**src/design/whtc_pkg.sv**
```systemverilog
// Shared types and constants for the water heater thermostat controller.
// Used by whtc_cfg, whtc_ctrl and water_heater_thermostat_control.
package whtc_pkg;

  // event codes carried in the input tuser
  localparam logic [2:0] EV_TICK    = 3'd0;
  localparam logic [2:0] EV_POWER   = 3'd1;
  localparam logic [2:0] EV_DOWN    = 3'd2;
  localparam logic [2:0] EV_UP      = 3'd3;
  localparam logic [2:0] EV_TEMP    = 3'd4;
  localparam logic [2:0] EV_RESTORE = 3'd5;

  // run modes
  localparam logic [1:0] RUN_OFF = 2'd0;
  localparam logic [1:0] RUN_ON  = 2'd1;
  localparam logic [1:0] RUN_SET = 2'd2;

  // configuration register indexes
  localparam logic [2:0] REG_LOW_LIMIT   = 3'd0;
  localparam logic [2:0] REG_HIGH_LIMIT  = 3'd1;
  localparam logic [2:0] REG_STEP_SIZE   = 3'd2;
  localparam logic [2:0] REG_BAND        = 3'd3;
  localparam logic [2:0] REG_TIMEOUT     = 3'd4;
  localparam logic [2:0] REG_DEFAULT_SP  = 3'd5;

  // reset values
  localparam logic [7:0] LOW_LIMIT_RST  = 8'd35;
  localparam logic [7:0] HIGH_LIMIT_RST = 8'd75;
  localparam logic [7:0] STEP_SIZE_RST  = 8'd5;
  localparam logic [7:0] BAND_RST       = 8'd5;
  localparam logic [7:0] TIMEOUT_RST    = 8'd5;
  localparam logic [7:0] DEFAULT_SP_RST = 8'd60;
  localparam logic [7:0] SETPOINT_RST   = 8'd60;

  // stored setpoint byte that means "nothing saved"
  localparam logic [7:0] SP_EMPTY = 8'hff;

  typedef struct packed {
    logic [7:0] low_limit;
    logic [7:0] high_limit;
    logic [7:0] step_size;
    logic [7:0] band;
    logic [7:0] timeout_seconds;
    logic [7:0] default_setpoint;
  } cfg_t;

  typedef struct packed {
    logic [1:0] run_state;
    logic       heater_pin;
    logic       fan_pin;
    logic       hot_indicator;
    logic       display_on;
    logic [9:0] display_value;
    logic       save_strobe;
    logic [7:0] save_value;
  } result_t;

endpackage

```
**src/design/water_heater_thermostat_control.sv**
```systemverilog
// Top level of the water heater hysteresis thermostat controller.
// Depends on whtc_pkg, whtc_cfg and whtc_ctrl.
//
//   channel   direction  handshake                    payload
//   s_axis    in         s_axis_tvalid/s_axis_tready  tuser: event, tdata: value
//   m_axis    out        m_axis_tvalid/m_axis_tready  tdata: one result beat
//   cfg       in         cfg_valid/cfg_ready          cfg_index, cfg_data
//
// Each event beat yields exactly one result beat, via the input register and
// the result register. Sustained rate is one beat per cycle while m_axis is
// ready; the event logic and thermostat state sit between the two registers.
// rst (synchronous) restores the configuration defaults, the off mode and a
// setpoint of 60. A stall on m_axis backs up through the input register; the
// input register still takes a beat while a result waits for its taker.
module water_heater_thermostat_control #(
  parameter int TEMP_BITS = 10
) (
  input  logic        clk,
  input  logic        rst,

  input  logic        s_axis_tvalid,
  output logic        s_axis_tready,
  input  logic [15:0] s_axis_tdata,   // [9:0] value, [15:10] zero
  input  logic [2:0]  s_axis_tuser,   // [2:0] mode (event code)

  output logic        m_axis_tvalid,
  input  logic        m_axis_tready,
  output logic [31:0] m_axis_tdata,   // [1:0] run_state, [2] heater_pin, [3] fan_pin,
                                      // [4] hot_indicator, [5] display_on,
                                      // [15:6] display_value, [16] save_strobe,
                                      // [24:17] save_value, [31:25] zero

  input  logic        cfg_valid,
  output logic        cfg_ready,
  input  logic [2:0]  cfg_index,
  input  logic [7:0]  cfg_data
);

  whtc_pkg::cfg_t    cfg;
  whtc_pkg::result_t step_result;
  whtc_pkg::result_t out_result;

  // input register
  logic       in_valid;
  logic [2:0] in_mode;
  logic [9:0] in_value;

  logic out_valid;
  logic advance;

  // Move the held event into the result register whenever that register is
  // empty or is being drained this cycle.
  assign advance       = in_valid && (!out_valid || m_axis_tready);
  assign s_axis_tready = !in_valid || advance;

  // Registers always writable; user must change configuration only while idle, unenforced.
  assign cfg_ready = 1'b1;

  whtc_cfg u_cfg (
    .clk      (clk),
    .rst      (rst),
    .wr_en    (cfg_valid),
    .wr_index (cfg_index),
    .wr_data  (cfg_data),
    .cfg      (cfg)
  );

  whtc_ctrl #(
    .TEMP_BITS (TEMP_BITS)
  ) u_ctrl (
    .clk    (clk),
    .rst    (rst),
    .fire   (advance),
    .ev     (in_mode),
    .value  (in_value),
    .cfg    (cfg),
    .result (step_result)
  );

  // capture an event beat
  always_ff @(posedge clk) begin
    if (rst) begin
      in_valid <= 1'b0;
    end else if (s_axis_tvalid && s_axis_tready) begin
      in_valid <= 1'b1;
    end else if (advance) begin
      in_valid <= 1'b0;
    end
  end

  always_ff @(posedge clk) begin
    if (s_axis_tvalid && s_axis_tready) begin
      in_mode  <= s_axis_tuser;
      in_value <= s_axis_tdata[9:0];
    end
  end

  // result register: hold until taken
  always_ff @(posedge clk) begin
    if (rst) begin
      out_valid <= 1'b0;
    end else if (advance) begin
      out_valid <= 1'b1;
    end else if (m_axis_tready) begin
      out_valid <= 1'b0;
    end
  end

  always_ff @(posedge clk) begin
    if (advance) begin
      out_result <= step_result;
    end
  end

  assign m_axis_tvalid = out_valid;
  assign m_axis_tdata  = {7'd0,
                          out_result.save_value,
                          out_result.save_strobe,
                          out_result.display_value,
                          out_result.display_on,
                          out_result.hot_indicator,
                          out_result.fan_pin,
                          out_result.heater_pin,
                          out_result.run_state};

endmodule

```
**src/design/whtc_cfg.sv**
```systemverilog
// Configuration register bank for the thermostat controller.
// Depends on whtc_pkg (cfg_t, register indexes, reset values).
module whtc_cfg (
  input  logic                clk,
  input  logic                rst,
  input  logic                wr_en,
  input  logic [2:0]          wr_index,
  input  logic [7:0]          wr_data,
  output whtc_pkg::cfg_t      cfg
);

  whtc_pkg::cfg_t regs;

  always_ff @(posedge clk) begin
    if (rst) begin
      regs.low_limit        <= whtc_pkg::LOW_LIMIT_RST;
      regs.high_limit       <= whtc_pkg::HIGH_LIMIT_RST;
      regs.step_size        <= whtc_pkg::STEP_SIZE_RST;
      regs.band             <= whtc_pkg::BAND_RST;
      regs.timeout_seconds  <= whtc_pkg::TIMEOUT_RST;
      regs.default_setpoint <= whtc_pkg::DEFAULT_SP_RST;
    end else if (wr_en) begin
      unique case (wr_index)
        whtc_pkg::REG_LOW_LIMIT:  regs.low_limit        <= wr_data;
        whtc_pkg::REG_HIGH_LIMIT: regs.high_limit       <= wr_data;
        whtc_pkg::REG_STEP_SIZE:  regs.step_size        <= wr_data;
        whtc_pkg::REG_BAND:       regs.band             <= wr_data;
        whtc_pkg::REG_TIMEOUT:    regs.timeout_seconds  <= wr_data;
        whtc_pkg::REG_DEFAULT_SP: regs.default_setpoint <= wr_data;
        default: ;  // drop writes beyond the bank
      endcase
    end
  end

  assign cfg = regs;

endmodule

```
**src/design/whtc_ctrl.sv**
```systemverilog
// Thermostat state and per-event update logic.
// Depends on whtc_pkg (event and mode codes, cfg_t, result_t).
module whtc_ctrl #(
  parameter int TEMP_BITS = 10
) (
  input  logic                clk,
  input  logic                rst,
  input  logic                fire,
  input  logic [2:0]          ev,
  input  logic [9:0]          value,
  input  whtc_pkg::cfg_t      cfg,
  output whtc_pkg::result_t   result
);

  localparam int CW = ((TEMP_BITS > 8) ? TEMP_BITS : 8) + 1;

  logic [1:0]           run_mode, run_mode_next;
  logic [7:0]           setpoint, setpoint_next;
  logic [7:0]           seconds, seconds_next;
  logic [TEMP_BITS-1:0] temperature, temperature_next;
  logic                 heater_level, heater_level_next;
  logic                 fan_level, fan_level_next;
  logic                 hot_flag, hot_flag_next;

  logic [8:0]    up_sum, dn_diff;
  logic [7:0]    up_val, dn_val;
  logic [CW-1:0] t_ext, sp_ext, b_ext;

  // clamped setpoint steps, from the setpoint before this event
  assign up_sum  = {1'b0, setpoint} + {1'b0, cfg.step_size};
  assign dn_diff = {1'b0, setpoint} - {1'b0, cfg.step_size};
  assign up_val  = (up_sum > {1'b0, cfg.high_limit}) ? cfg.high_limit : up_sum[7:0];
  assign dn_val  = (dn_diff[8] || (dn_diff[7:0] < cfg.low_limit)) ? cfg.low_limit
                                                                  : dn_diff[7:0];

  assign t_ext  = CW'(temperature_next);
  assign sp_ext = CW'(setpoint_next);
  assign b_ext  = CW'(cfg.band);

  always_comb begin
    run_mode_next     = run_mode;
    setpoint_next     = setpoint;
    seconds_next      = seconds;
    temperature_next  = temperature;
    heater_level_next = heater_level;
    fan_level_next    = fan_level;
    hot_flag_next     = hot_flag;
    result            = '0;

    unique case (ev) inside
      whtc_pkg::EV_TICK: seconds_next = seconds + 8'd1;
      whtc_pkg::EV_POWER: begin
        run_mode_next = (run_mode == whtc_pkg::RUN_OFF) ? whtc_pkg::RUN_ON
                                                        : whtc_pkg::RUN_OFF;
      end
      whtc_pkg::EV_DOWN, whtc_pkg::EV_UP: begin
        if (run_mode == whtc_pkg::RUN_ON) begin
          run_mode_next = whtc_pkg::RUN_SET;
          seconds_next  = 8'd0;
        end else if (run_mode == whtc_pkg::RUN_SET) begin
          setpoint_next = (ev == whtc_pkg::EV_UP) ? up_val : dn_val;
          seconds_next  = 8'd0;
        end
      end
      whtc_pkg::EV_TEMP: temperature_next = TEMP_BITS'(value);
      whtc_pkg::EV_RESTORE: begin
        setpoint_next = (value[7:0] == whtc_pkg::SP_EMPTY) ? cfg.default_setpoint
                                                           : value[7:0];
      end
      default: ;
    endcase

    // set-mode timeout: offer the setpoint for saving, fall back to on
    if ((run_mode_next == whtc_pkg::RUN_SET) && (seconds_next == cfg.timeout_seconds)) begin
      result.save_strobe = 1'b1;
      result.save_value  = setpoint_next;
      seconds_next       = 8'd0;
      run_mode_next      = whtc_pkg::RUN_ON;
    end

    if (run_mode_next == whtc_pkg::RUN_OFF) begin
      heater_level_next = 1'b0;
      fan_level_next    = 1'b0;
    end else if (run_mode_next == whtc_pkg::RUN_ON) begin
      if ((t_ext + b_ext) <= sp_ext) begin
        heater_level_next = 1'b0;
        fan_level_next    = 1'b1;
      end else if (t_ext >= (sp_ext + b_ext)) begin
        heater_level_next = 1'b1;
        fan_level_next    = 1'b0;
        hot_flag_next     = 1'b1;
      end
      result.display_on    = 1'b1;
      result.display_value = 10'(temperature_next);
    end else begin
      result.display_on    = ~seconds_next[0];
      result.display_value = 10'(setpoint_next);
    end

    result.run_state     = run_mode_next;
    result.heater_pin    = heater_level_next;
    result.fan_pin       = fan_level_next;
    result.hot_indicator = hot_flag_next;
  end

  always_ff @(posedge clk) begin
    if (rst) begin
      run_mode     <= whtc_pkg::RUN_OFF;
      setpoint     <= whtc_pkg::SETPOINT_RST;
      seconds      <= 8'd0;
      temperature  <= '0;
      heater_level <= 1'b0;
      fan_level    <= 1'b0;
      hot_flag     <= 1'b0;
    end else if (fire) begin
      run_mode     <= run_mode_next;
      setpoint     <= setpoint_next;
      seconds      <= seconds_next;
      temperature  <= temperature_next;
      heater_level <= heater_level_next;
      fan_level    <= fan_level_next;
      hot_flag     <= hot_flag_next;
    end
  end

endmodule

```
**config.mk**
```make
export PLATFORM = sky130hd
export DESIGN_NAME = water_heater_thermostat_control
export DESIGN_NICKNAME = d
export VERILOG_FILES = /design/src/design/whtc_pkg.sv /design/src/design/water_heater_thermostat_control.sv /design/src/design/whtc_cfg.sv /design/src/design/whtc_ctrl.sv
export SDC_FILE = /design/constraint.sdc
export NUM_CORES = 1
export LEC_CHECK = 0
export BUFFER_PORTS_ARGS = -buffer_cell sky130_fd_sc_hd__buf_2
export CAP_MARGIN = 20
export CORE_MARGIN = 3
export CORE_UTILIZATION = 60
export CTS_CLUSTER_SIZE = 20
export DETAILED_ROUTE_END_ITERATION = 12
export GPL_TIMING_DRIVEN = 0
export PLACE_DENSITY_LB_ADDON = 0.1
export SYNTH_ARGS = -nofsm -noshare
export SYNTH_HDL_FRONTEND = slang
export SYNTH_SLANG_ARGS = --single-unit
```
**constraint.sdc**
```tcl
create_clock -name clk -period 9.4 [get_ports clk]
set_clock_uncertainty 0.15 [all_clocks]
set_input_delay 0.47 -clock clk [delete_from_list [all_inputs] [get_ports clk]]
set_output_delay 0.47 -clock clk [all_outputs]
set_load 0.01 [all_outputs]
```
# Yosys cells after proc, flatten, opt, wreduce, memory -nomap -nowiden
# Index checks and enable logic that the tools add are counted.
dict set report word_totals {
  elab_cells 109
  rom_bits 0
  ram_bits 0
  n_memories 0
  latchBits 0
  reg_bits 119
  output_inout_bits 35
}
dict set report op_classes {
  eq_ne 16
  bitwise_logic 2
  n_addsub 5
  shift 0
  n_mul 0
  n_reduce_logical 22
  n_mux 34
  order_cmp 4
  div_mod_pow 0
}
# op n
set ops {}
lappend ops {{$mux W8} 9}
lappend ops {{$pmux W8 S2} 2}
lappend ops {{$add A8 B8 Y9} 2}
lappend ops {{$mux W1} 17}
lappend ops {{$eq A3 B2 Y1 const B} 4}
lappend ops {{$eq A3 B3 Y1 const B} 4}
lappend ops {{$reduce_and A2 Y1} 6}
lappend ops {{$add A10 B8 Y11} 1}
lappend ops {{$ge A10 B11 Y1} 1}
lappend ops {{$le A11 B8 Y1} 1}
lappend ops {{$mux W11} 1}
lappend ops {{$mux W10} 1}
lappend ops {{$gt A9 B8 Y1} 1}
lappend ops {{$mux W9} 1}
lappend ops {{$sub A8 B8 Y9} 1}
lappend ops {{$add A8 B1 Y8 const B} 1}
lappend ops {{$eq A8 B8 Y1} 1}
lappend ops {{$eq A8 B8 Y1 const B} 1}
lappend ops {{$lt A8 B8 Y1} 1}
lappend ops {{$eq A3 B1 Y1 const B} 2}
lappend ops {{$logic_not A3 Y1} 2}
lappend ops {{$eq A2 B1 Y1 const B} 2}
lappend ops {{$eq A2 B2 Y1 const B} 2}
lappend ops {{$logic_not A2 Y1} 2}
lappend ops {{8 further kinds} 17}

# Logic depth before layout (Yosys ltp)
# Gate-level depths: netlist of run 1.
dict set report depth {
  ltp_word 14
  mapped_depth 33
  ltp_nobuf 31
}

# By module
# Synthesis of run 1 repeated with hierarchy kept, for this count alone.
dict set report unflattened {
  hier_cells 875
  hier_area_um2 7958.9
}
# mod area_per_inst_um2 seq_area_each_um2 n_inst cells_each
set by_module_without_submodules {}
lappend by_module_without_submodules {whtc_ctrl 4695.8 620.6 1 634}
lappend by_module_without_submodules {whtc_cfg 1950.6 960.9 1 183}
lappend by_module_without_submodules {water_heater_thermostat_control 1312.5 1181.1 1 58}

# Worst setup path after synthesis of run 1
# Ideal clock, no wire load.
dict set report synth_path {
  kind {flip-flop to flip-flop}
  start {reg u_cfg.regs, in the netlist u_cfg.cfg[25]}
  end {reg out_result, in the netlist m_axis_tdata[3] (data pin)}
  t_arrival_ns 6.166
  setup_slack_ns 2.829
  synth_period_minus_slack_ns 6.571
  path_stages_with_launch 32
  cell_sequence {dfxtp_1 inv_1 ha_1 nand2b_1 a2111o_1 and4_1 or2_2 ha_1 a2111oi_0 o21ai_0 or3_1 clkbuf_1 a21o_1 clkbuf_1 nand3_1 a31o_2 nand3_1 ha_1 fa_1 a21oi_1 nor2_1 nor2_1 o21bai_1 a21oi_1 xnor2_1 ha_1 and3_1 nand3_1 o31a_1 a31oi_1 o21ai_0 and3_1}
}
# item line
set synth_lines {}
lappend synth_lines {{start: declaration} whtc_cfg.sv:12} ;# whtc_pkg::cfg_t regs;
lappend synth_lines {{end signal: assignment} water_heater_thermostat_control.sv:111} ;# out_result <= step_result;
lappend synth_lines {{end: declaration} water_heater_thermostat_control.sv:41} ;# whtc_pkg::result_t out_result;

==> impl_metrics.tcl, run 1 <==
set metrics [dict create \
    outcome "completed" \
    setup-tns-final_ns 0 \
    post-route-drc-count 0 \
    cts_resized 0 \
    worstPathRequired_ns 9.43 \
    cts_sinks 119 \
    slew_headroom_pct 22.7 \
    grt_max_degree 35 \
    slowest_delay_ns 0.83 \
    critPathCaptureType "flop" \
    crit_fanout 10 \
    syn_inst 910 \
    routed_wl_um 21900 \
    n_antenna_cell 0 \
    yosys.area_share.simple_pct 19.7 \
    synth-compound-area-share_pct 21.0 \
    grt_pass1_wl_um 34000 \
    final_cells 1173 \
    ys_warn_count 0 \
    crit_path_start_kind "flop" \
    cts_tree "done" \
    min_period_ns 7.88 \
    max_freq_ghz 0.127 \
    insertion_delay_ns 0.43 \
    antenna_found_initial 0 \
    drive_gt1_share_pct 12.5 \
    timing.critical_path.buf_inv 3 \
    hp-class "input port to flop" \
    final_nets 1096 \
    core_um2 12300 \
    worst_slew_pin_slew_ns 1.13 \
    pwr-share-seq_pct 37.9 \
    muxShareOfSynthArea_pct 3.54 \
    synth_adder_area_share_pct 11.5 \
    clkPwrFrac_pct 41.2 \
    crit_top_cell "ha_1" \
    synth_edf_count 38 \
    drv_cap 0 \
    finalHoldViolCount 0 \
    p_int_mw 1.04 \
    num_io_pins 70 \
    dp_slack_ns 1.68 \
    hpwl_um 16100 \
    final_cell_area_um2 8850 \
    p_comb_share_pct 20.9 \
    synth-seq-cells 119 \
    holdBufCountCts 0 \
    htreeDepth 4 \
    drtAntennaViolNets 0 \
    fin_total_pwr_mw 1.49 \
    place_inst 1139 \
    syn_to_final_growth_pct 13.9 \
    critPathArrivalTime_ns 7.91 \
    synthXorXnorAreaFrac_pct 2.14 \
    first_global_vias 6499 \
    synth_top_family_by_area "compound AO/OA/AOI/OAI gates" \
    n_fill_cell 999 \
    finalCritPeriodShare_pct 83.8 \
    worst_slack_ns 1.52 \
    die_area_um2 14300 \
    placed_cell_area_um2 8280 \
    grt_usage_pct 30.7 \
    via_per_inst 6.13 \
    drv_slew 0 \
    ys_async_sr_fraction_pct 0 \
    grt_remaining_overflow 0 \
    p_switching_mw 0.455 \
    die_h_um 120 \
    avgSynthCellArea_um2 8.54 \
    drt_iter0_drc 929 \
    clk_path_buf_depth 2 \
    criticalPathCategory "flop to flop" \
    setup_viol 0 \
    cellLeakagePower_nw 3.67 \
    wl_per_cell_um 18.7 \
    rsz0062_at_grt "no" \
    cts_buffers 17 \
    cts-root-buf "clkbuf_16" \
    start_util_pct 63.1 \
    drt_pass1_iterations 7 \
    synth-seq-area-share_pct 35.6 \
    irDropWorstVdd_mv 0.137 \
    path_clk_slew_ns 0.06 \
    post_cts_buffers 0 \
    synth_cell_type_count 75 \
    syn_area_um2 7770 \
    die_w_um 120 \
    io_buffers 54 \
    sw_frac_of_total_pct 30.5 \
    ys.flop_type "dfxtp_1" \
    power_density_nw_per_um2 169 \
    crit_family "compound AO/OA/AOI/OAI gates" \
    place_congestion 0.960 \
    vias 7196 \
    num_rows 40 \
    cpMaxStageDelayCell "a211oi_1" \
]
[worst register-to-register path, delay by kind of cell (launching register included)]
| family | cells | cell delay [ns] |
|---|---|---|
| AND/OR/NAND/NOR | 3 | 0.69 |
| flip-flops | 1 | 0.47 |
| buffers and inverters | 3 | 0.83 |
| AO/OA/AOI/OAI | 18 | 4.17 |
| XOR/XNOR | 1 | 0.09 |
| adder cells (fa/ha/maj) | 4 | 1.22 |
[kinds of logic after synthesis]
kind of cell / Yosys count
DFF: 119
muxes: 27
other: 2
adders and majority gates: 69
xor gates and xnor gates: 19
AOI/OAI and AO/OA: 236
buffers and inverters: 118
and+or+nand+nor: 320
[metrics by stage]
step	utilization, %	hold WS [ns]
floorplan	-	0.281
global placement	67.2	0.294
detailed placement	67.3	0.298
CTS	71.8	0.0661
global route	71.9	0.0589
finish	71.9	0.0672
[layer usage]
metal	global-route usage [%]	vias to the layer above	routed length (um)
met4	13.7	0	828
met3	7.21	74	1860
met5	0	-	0
met2	46.5	323	9670
met1	41.8	3349	9570
li1	-	3450	-
[synth_stat cells (5+ instances only)]
library cell  number  share of area, %
a2111oi_0          5              0.56
a211oi_1          32               3.1
a21o_1            10              0.97
a21oi_1           63               4.1
a22oi_1            5              0.48
a31oi_1            9              0.72
and2_1             5              0.40
and3_1             7              0.56
buf_2              6              0.39
buf_4              9              0.87
clkbuf_1          32               1.5
dfxtp_1           81                21
edfxtp_1          38                15
ha_1              65                10
inv_1             66               3.2
mux2i_1           23               3.0
nand2_1          120               5.8
nand2b_1          12              0.97
nand3_1           31               2.0
nand4_1           11              0.89
nor2_1            64               3.1
nor2b_1           16               1.3
nor3_1            14              0.90
o211a_1            5              0.64
o211ai_1          14               1.4
o21a_1             9              0.87
o21ai_0           24               1.5
o21bai_1           6              0.58
o22ai_1           12              0.97
o31a_1             7              0.79
or3_1             10              0.81
or4_1              6              0.58
xnor2_1           11               1.2
xor2_1             8              0.90
[cell type report]
type	count	area [um2]	share of cell area (%)
flip-flops and latches	119	2760	31.2
clock buffers	19	433	4.89
inverters	67	256	2.90
well taps	168	210	2.38
plain buffers	51	243	2.74
clock inverters	13	123	1.39
multi-input cells	679	4530	51.2
repair buffers	57	290	3.28
[path summary, 6_finish.rpt]
check	from	endpoint	slack, ns	cells after the start
worst min-delay path	s_axis_tuser[0]	in_mode[0]	0.07	1
worst min register to register	u_cfg.cfg[7]	u_cfg.cfg[7]	0.31	2
worst max register to register	u_ctrl.setpoint[4]	m_axis_tdata[3]	1.52	29
worst max-delay path	u_ctrl.setpoint[4]	m_axis_tdata[3]	1.52	29
[flip-flops by register name, indices dropped and copies added, names as in the netlist]
| name | flops |
|---|---|
| in_valid | 1 |
| in_value | 10 |
| u_ctrl.seconds | 8 |
| m_axis_tvalid | 1 |
| u_ctrl.fan_level | 1 |
| u_ctrl.heater_level | 1 |
| u_cfg.cfg | 48 |
| u_ctrl.setpoint | 8 |
| u_ctrl.temperature | 10 |
| in_mode | 3 |
| m_axis_tdata | 25 |
| u_ctrl.hot_flag | 1 |
| u_ctrl.run_mode | 2 |
[power by group through the flow]
stage	Combinational, mW	Sequential (mW)	Clock (mW)
after floorplan	0.219	0.573	0
after global placement	0.298	0.575	0
after detailed placement	0.304	0.575	0
after CTS	0.306	0.565	0.616
after global routing	0.346	0.567	0.642
final	0.312	0.566	0.616
[placed cells by master (no fill, tap or decap), types with 12 or more instances in the layout]
cell       instances
a211oi_1          32
a21oi_1           63
buf_2             60
clkbuf_1          33
clkbuf_16         17
dfxtp_1           81
edfxtp_1          38
ha_1              65
inv_1             66
mux2i_1           23
nand2_1          120
nand2b_1          12
nand3_1           31
nor2_1            64
nor2b_1           16
nor3_1            14
o211ai_1          14
o21ai_0           24
o22ai_1           12
Power figures use the tool's default switching activity.
==> run 2, diff against run 1 <==
==> constraint.sdc (replaced) <==
create_clock -name clk -period 7.4 [get_ports clk]
set_clock_uncertainty 0.15 [all_clocks]
set_input_delay 0.37 -clock clk [delete_from_list [all_inputs] [get_ports clk]]
set_output_delay 0.37 -clock clk [all_outputs]
set_load 0.01 [all_outputs]
==> run 2 against run 1 <==
Clock-buffer cell count stayed put. Global-route usage increased by 0.42 points. Sequential cell count stayed put. Clock power rose by 27%. Fmax is 13% higher. Routed wire length is 2.3% higher. Via count grew 1.9%. Largest cell class unchanged. Highest routed layer unchanged.
==> impl_metrics.tcl, run 2 (synthesized netlist as in run 1, its figures left out) <==
set metrics [dict create \
    outcome "completed" \
    grt_max_degree 35 \
    drive_gt1_share_pct 14.2 \
    drv_cap 0 \
    critPathCaptureType "flop" \
    wl_per_cell_um 19.0 \
    cts_buffers 17 \
    cts-root-buf "clkbuf_16" \
    via_per_inst 6.20 \
    max_freq_ghz 0.144 \
    hold_end "in_valid" \
    r2r_setup_slack_ns 0.45 \
    vias 7330 \
    first_global_vias 6559 \
    hp-class "input port to flop" \
    clk_path_buf_depth 2 \
    p_comb_share_pct 22.1 \
    insertion_delay_ns 0.42 \
    hpwl_um 16100 \
    grt_remaining_overflow 0 \
    criticalPathCategory "flop to flop" \
    post-route-drc-count 0 \
    irDropWorstVdd_mv 0.175 \
    n_fill_cell 969 \
    core_um2 12300 \
    cts_sinks 119 \
    die_w_um 120 \
    n_antenna_cell 0 \
    clkPwrFrac_pct 40.6 \
    rr_worst_depth 27 \
    htreeDepth 4 \
    path_clk_slew_ns 0.06 \
    antenna_found_initial 0 \
    reg2reg_from "u_ctrl.setpoint[4]" \
    drt_pass1_iterations 6 \
    drt_iter0_drc 853 \
    power_density_nw_per_um2 212 \
    critPathArrivalTime_ns 6.98 \
    p_int_mw 1.34 \
    syn_to_final_growth_pct 16.8 \
    finalHoldViolCount 0 \
    cts_tree "done" \
    min_period_ns 6.95 \
    critPathLaunch "u_ctrl.setpoint[4]" \
    crit_fanout 10 \
    hold_start "s_axis_tvalid" \
    sw_frac_of_total_pct 30.7 \
    slew_headroom_pct 19.9 \
    worst_slew_pin_slew_ns 1.17 \
    io_buffers 54 \
    routed_wl_um 22400 \
    die_h_um 120 \
    drv_slew 0 \
    crit_path_start_kind "flop" \
    setup-tns-final_ns 0 \
    min_delay_path_depth 3 \
    pwr-share-seq_pct 37.3 \
    multi_input_area_um2 4630 \
    register_area_um2 2760 \
    dp_slack_ns -0.324 \
    finalCritPeriodShare_pct 93.9 \
    setup_viol 0 \
    worstPathRequired_ns 7.43 \
    grt_pass1_wl_um 34500 \
    num_rows 40 \
    p_switching_mw 0.592 \
    r2r-end "m_axis_tdata[3]" \
    start_util_pct 63.1 \
    die_area_um2 14300 \
    final_nets 1106 \
    place_inst 1139 \
    largest_reg_flops 48 \
    cellLeakagePower_nw 3.74 \
    place_congestion 0.960 \
    mostFrequentLayoutCell "nand2_1" \
    layout_common_cells "nand2_1, dfxtp_1, inv_1" \
    grt_usage_pct 31.1 \
    drtAntennaViolNets 0 \
    num_io_pins 70 \
    worst_slack_ns 0.454 \
    final_cells 1183 \
]
run 2: cell count changes in the layout (fill, tap and decap cells not counted), sizes merged:
| cell | previous run | this run |
|---|---|---|
| dlygate4sd3 | 0 | 13 |
| clkbuf | 54 | 48 |
| buf | 73 | 76 |
run 2: final cells by class:
type | instances | share of cell area [%]
Buffer | 45 | 2.43
Inverter | 67 | 2.83
Multi-Input combinational cell | 679 | 51.0
Sequential cell | 119 | 30.5
Clock inverter | 13 | 1.35
Timing Repair Buffer | 73 | 4.88
Clock buffer | 19 | 4.77
Tap cell | 168 | 2.32
run 2: stage by stage:
step	cell area, um2	util, %	power, mW	hold WS [ns]
5_1_grt	9070	73.7	2.00	0.0494
3_5_place_dp	8280	67.3	1.12	0.298
2_1_floorplan	7790	-	1.01	0.281
6_report	9070	73.7	1.93	0.0269
3_3_place_gp	8270	67.2	1.11	0.294
4_1_cts	8970	72.9	1.90	0.0254
run 2: worst max path at each step:
stage,endpoint,cells after the start
floorplan,m_axis_tdata[3],31
global placement,m_axis_tdata[3],30
detailed placement,m_axis_tdata[3],31
CTS,m_axis_tdata[3],31
global route,m_axis_tdata[3],29
finish,m_axis_tdata[3],27
run 2: worst max-delay path, stage by stage, from the launching register on:
cell and delay, ns:
dfxtp_1 0.48, ha_2 0.41, a2111o_1 0.46, and4_1 0.22, or2_2 0.28, ha_1 0.21, a2111oi_2 0.35, o21ai_0 0.13
or3_4 0.39, a21o_4 0.27, nand3_1 0.12, a31o_2 0.20, nand3_1 0.18, ha_1 0.27, fa_1 0.40, a21oi_1 0.14
nor2_1 0.07, nor2_2 0.13, o21bai_1 0.09, a21oi_2 0.19, xnor2_1 0.10, ha_1 0.29, and3_1 0.16, nand3_1 0.11
o31a_1 0.38, a31oi_4 0.21, nand2_1 0.10, and3_1 0.19
run 2: per-layer routing:
layer / global-route usage [%] / wire length [um]
met1: 41.8 / 9720
met2: 47.1 / 9910
met3: 8.29 / 1990
met4: 13.7 / 795
met5: 0 / 0
run 2: timing repair:
item / 4_1_cts / 5_1_grt
resized for setup: 4 / 18
pin swaps: 0 / 3
hold buffers: 13 / 0
setup buffers: 0 / 3
endpoints found under the hold margin: 13 / 0
endpoints found under the setup margin: 6 / 6
run 2: power by group through the flow:
| stage | Combinational (mW) | Sequential (mW) | Clock (mW) |
|---|---|---|---|
| 2_1_floorplan | 0.278 | 0.728 | 0 |
| 3_3_place_gp | 0.379 | 0.731 | 0 |
| 3_5_place_dp | 0.386 | 0.731 | 0 |
| 4_1_cts | 0.396 | 0.718 | 0.782 |
| 5_1_grt | 0.466 | 0.720 | 0.816 |
| 6_report | 0.426 | 0.719 | 0.783 |
==> run 3, diff against run 2 <==
--- a/config.mk
+++ b/config.mk
@@ -8,7 +8,8 @@
 export BUFFER_PORTS_ARGS = -buffer_cell sky130_fd_sc_hd__buf_2
 export CAP_MARGIN = 20
 export CORE_MARGIN = 3
-export CORE_UTILIZATION = 60
+export CORE_UTILIZATION = 30
+export CTS_CLUSTER_DIAMETER = 100
 export CTS_CLUSTER_SIZE = 20
 export DETAILED_ROUTE_END_ITERATION = 12
 export GPL_TIMING_DRIVEN = 0
==> run 3 against run 2 <==
Clock power grew 5.0%. Critical path depth grew 1. Die area grew 94%. First-iteration DRC count shrank 43%. Routed wire length grew 17%. Highest routed layer unchanged.
==> impl_metrics.tcl, run 3 (synthesized netlist as in run 1, its figures left out) <==
set metrics [dict create \
    outcome "completed" \
    core_um2 25300 \
    layout_common_cells "nand2_1, dfxtp_1, inv_1" \
    post-route-drc-count 0 \
    max_freq_ghz 0.142 \
    critPathCaptureType "flop" \
    fin_total_pwr_mw 1.97 \
    setup-tns-final_ns 0 \
    die_h_um 167 \
    io_buffers 54 \
    critPathLaunch "u_ctrl.setpoint[4]" \
    critPathArrivalTime_ns 7.05 \
    largest_reg_flops 48 \
    rsz0062_at_grt "no" \
    crit_fanout 10 \
    finalHoldViolCount 0 \
    htreeDepth 4 \
    routed_wl_um 26200 \
    num_io_pins 70 \
    grt_pass1_wl_um 40400 \
    place_inst 1303 \
    worst_slew_pin_slew_ns 1.06 \
    n_antenna_cell 0 \
    cpMaxStageDelayCell "dfxtp_1" \
    clk_path_buf_depth 2 \
    drtAntennaViolNets 0 \
    cts_tree "done" \
    wl_per_cell_um 19.4 \
    drt_iter0_drc 490 \
    min_period_ns 7.03 \
    reg2reg_from "u_ctrl.setpoint[4]" \
    slowest_delay_ns 0.50 \
    slew_headroom_pct 27.5 \
    hold_start "s_axis_tvalid" \
    drive_gt1_share_pct 15.2 \
    num_rows 58 \
    grt_usage_pct 18.8 \
    n_fill_cell 2662 \
    whs_ns 0.0173 \
    cts_sinks 119 \
    final_nets 1108 \
    vias 6978 \
    die_area_um2 27900 \
    drv_cap 0 \
    irDropWorstVdd_mv 0.122 \
    insertion_delay_ns 0.43 \
    die_w_um 167 \
    grt_max_degree 35 \
    criticalPathCategory "flop to flop" \
    final_cells 1347 \
    start_util_pct 30.7 \
    finish.utilization_pct 36.9 \
    mostFrequentLayoutCell "nand2_1" \
    hp-class "input port to flop" \
    syn_to_final_growth_pct 20.4 \
    cellLeakagePower_nw 3.78 \
    grt_remaining_overflow 0 \
    via_per_inst 5.18 \
    first_global_vias 6850 \
    drv_slew 0 \
    path_clk_slew_ns 0.06 \
    antenna_found_initial 0 \
    finalCritPeriodShare_pct 95.0 \
    cts-root-buf "clkbuf_16" \
    power_density_nw_per_um2 211 \
    drt_pass1_iterations 5 \
    crit_path_start_kind "flop" \
    place_congestion 0.818 \
    hpwl_um 19900 \
    setup_viol 0 \
    cts_buffers 17 \
    worstPathRequired_ns 7.43 \
]
==> run 3: through the flow <==
step	instance area (um2)	setup WS (ns)
final	9350	0.371
after global routing	9350	0.0382
after CTS	9260	0.0219
after detailed placement	8510	-0.784
after global placement	8470	-0.723
after floorplan	7790	0.829
==> run 3: what timing repair did <==
action,4_1_cts,5_1_grt
buffers inserted,0,4
pin swaps,0,3
gates resized for setup,10,17
endpoints found under the hold margin,13,0
setup endpoints to repair,6,6
gates cloned,0,0
hold buffers,13,0
==> run 3: cell type report <==
type	count	area (um2)	area share (%)
multi-input cells	679	4660	49.8
flip-flops and latches	119	2760	29.5
repair buffers	75	462	4.94
clock buffers	18	439	4.70
well taps	330	413	4.41
inverters	67	256	2.74
plain buffers	45	220	2.35
clock inverters	14	139	1.48
==> run 3: per-layer routing <==
| layer | up-vias | wire, um | global-route usage [%] |
|---|---|---|---|
| met3 | 15 | 729 | 2.66 |
| met5 | - | 0 | 0 |
| met2 | 119 | 11700 | 29.5 |
| met4 | 0 | 334 | 4.59 |
| met1 | 3372 | 13400 | 27.2 |
| li1 | 3472 | - | - |
==> run 3: critical path, delay by kind of cell (launching register included) <==
| family | cells | cell delay [ns] |
|---|---|---|
| AO/OA/AOI/OAI | 12 | 2.82 |
| flip-flops | 1 | 0.50 |
| adder cells (fa/ha/maj) | 5 | 1.40 |
| AND/OR/NAND/NOR | 11 | 1.94 |
==> run 3: path summary, 6_finish.rpt <==
kind                     end  slack [ns]  depth (start not counted)
max          m_axis_tdata[3]        0.37                         28
min                 in_valid        0.02                          3
max reg2reg  m_axis_tdata[3]        0.37                         28
min reg2reg     u_cfg.cfg[1]        0.30                          2
==> run 3: report_power, final <==
part | switching (mW) | leakage [nW] | internal [mW]
logic | 0.262 | 2.47 | 0.171
clock network | 0.342 | 0.282 | 0.479
registers | 0.0191 | 1.03 | 0.700
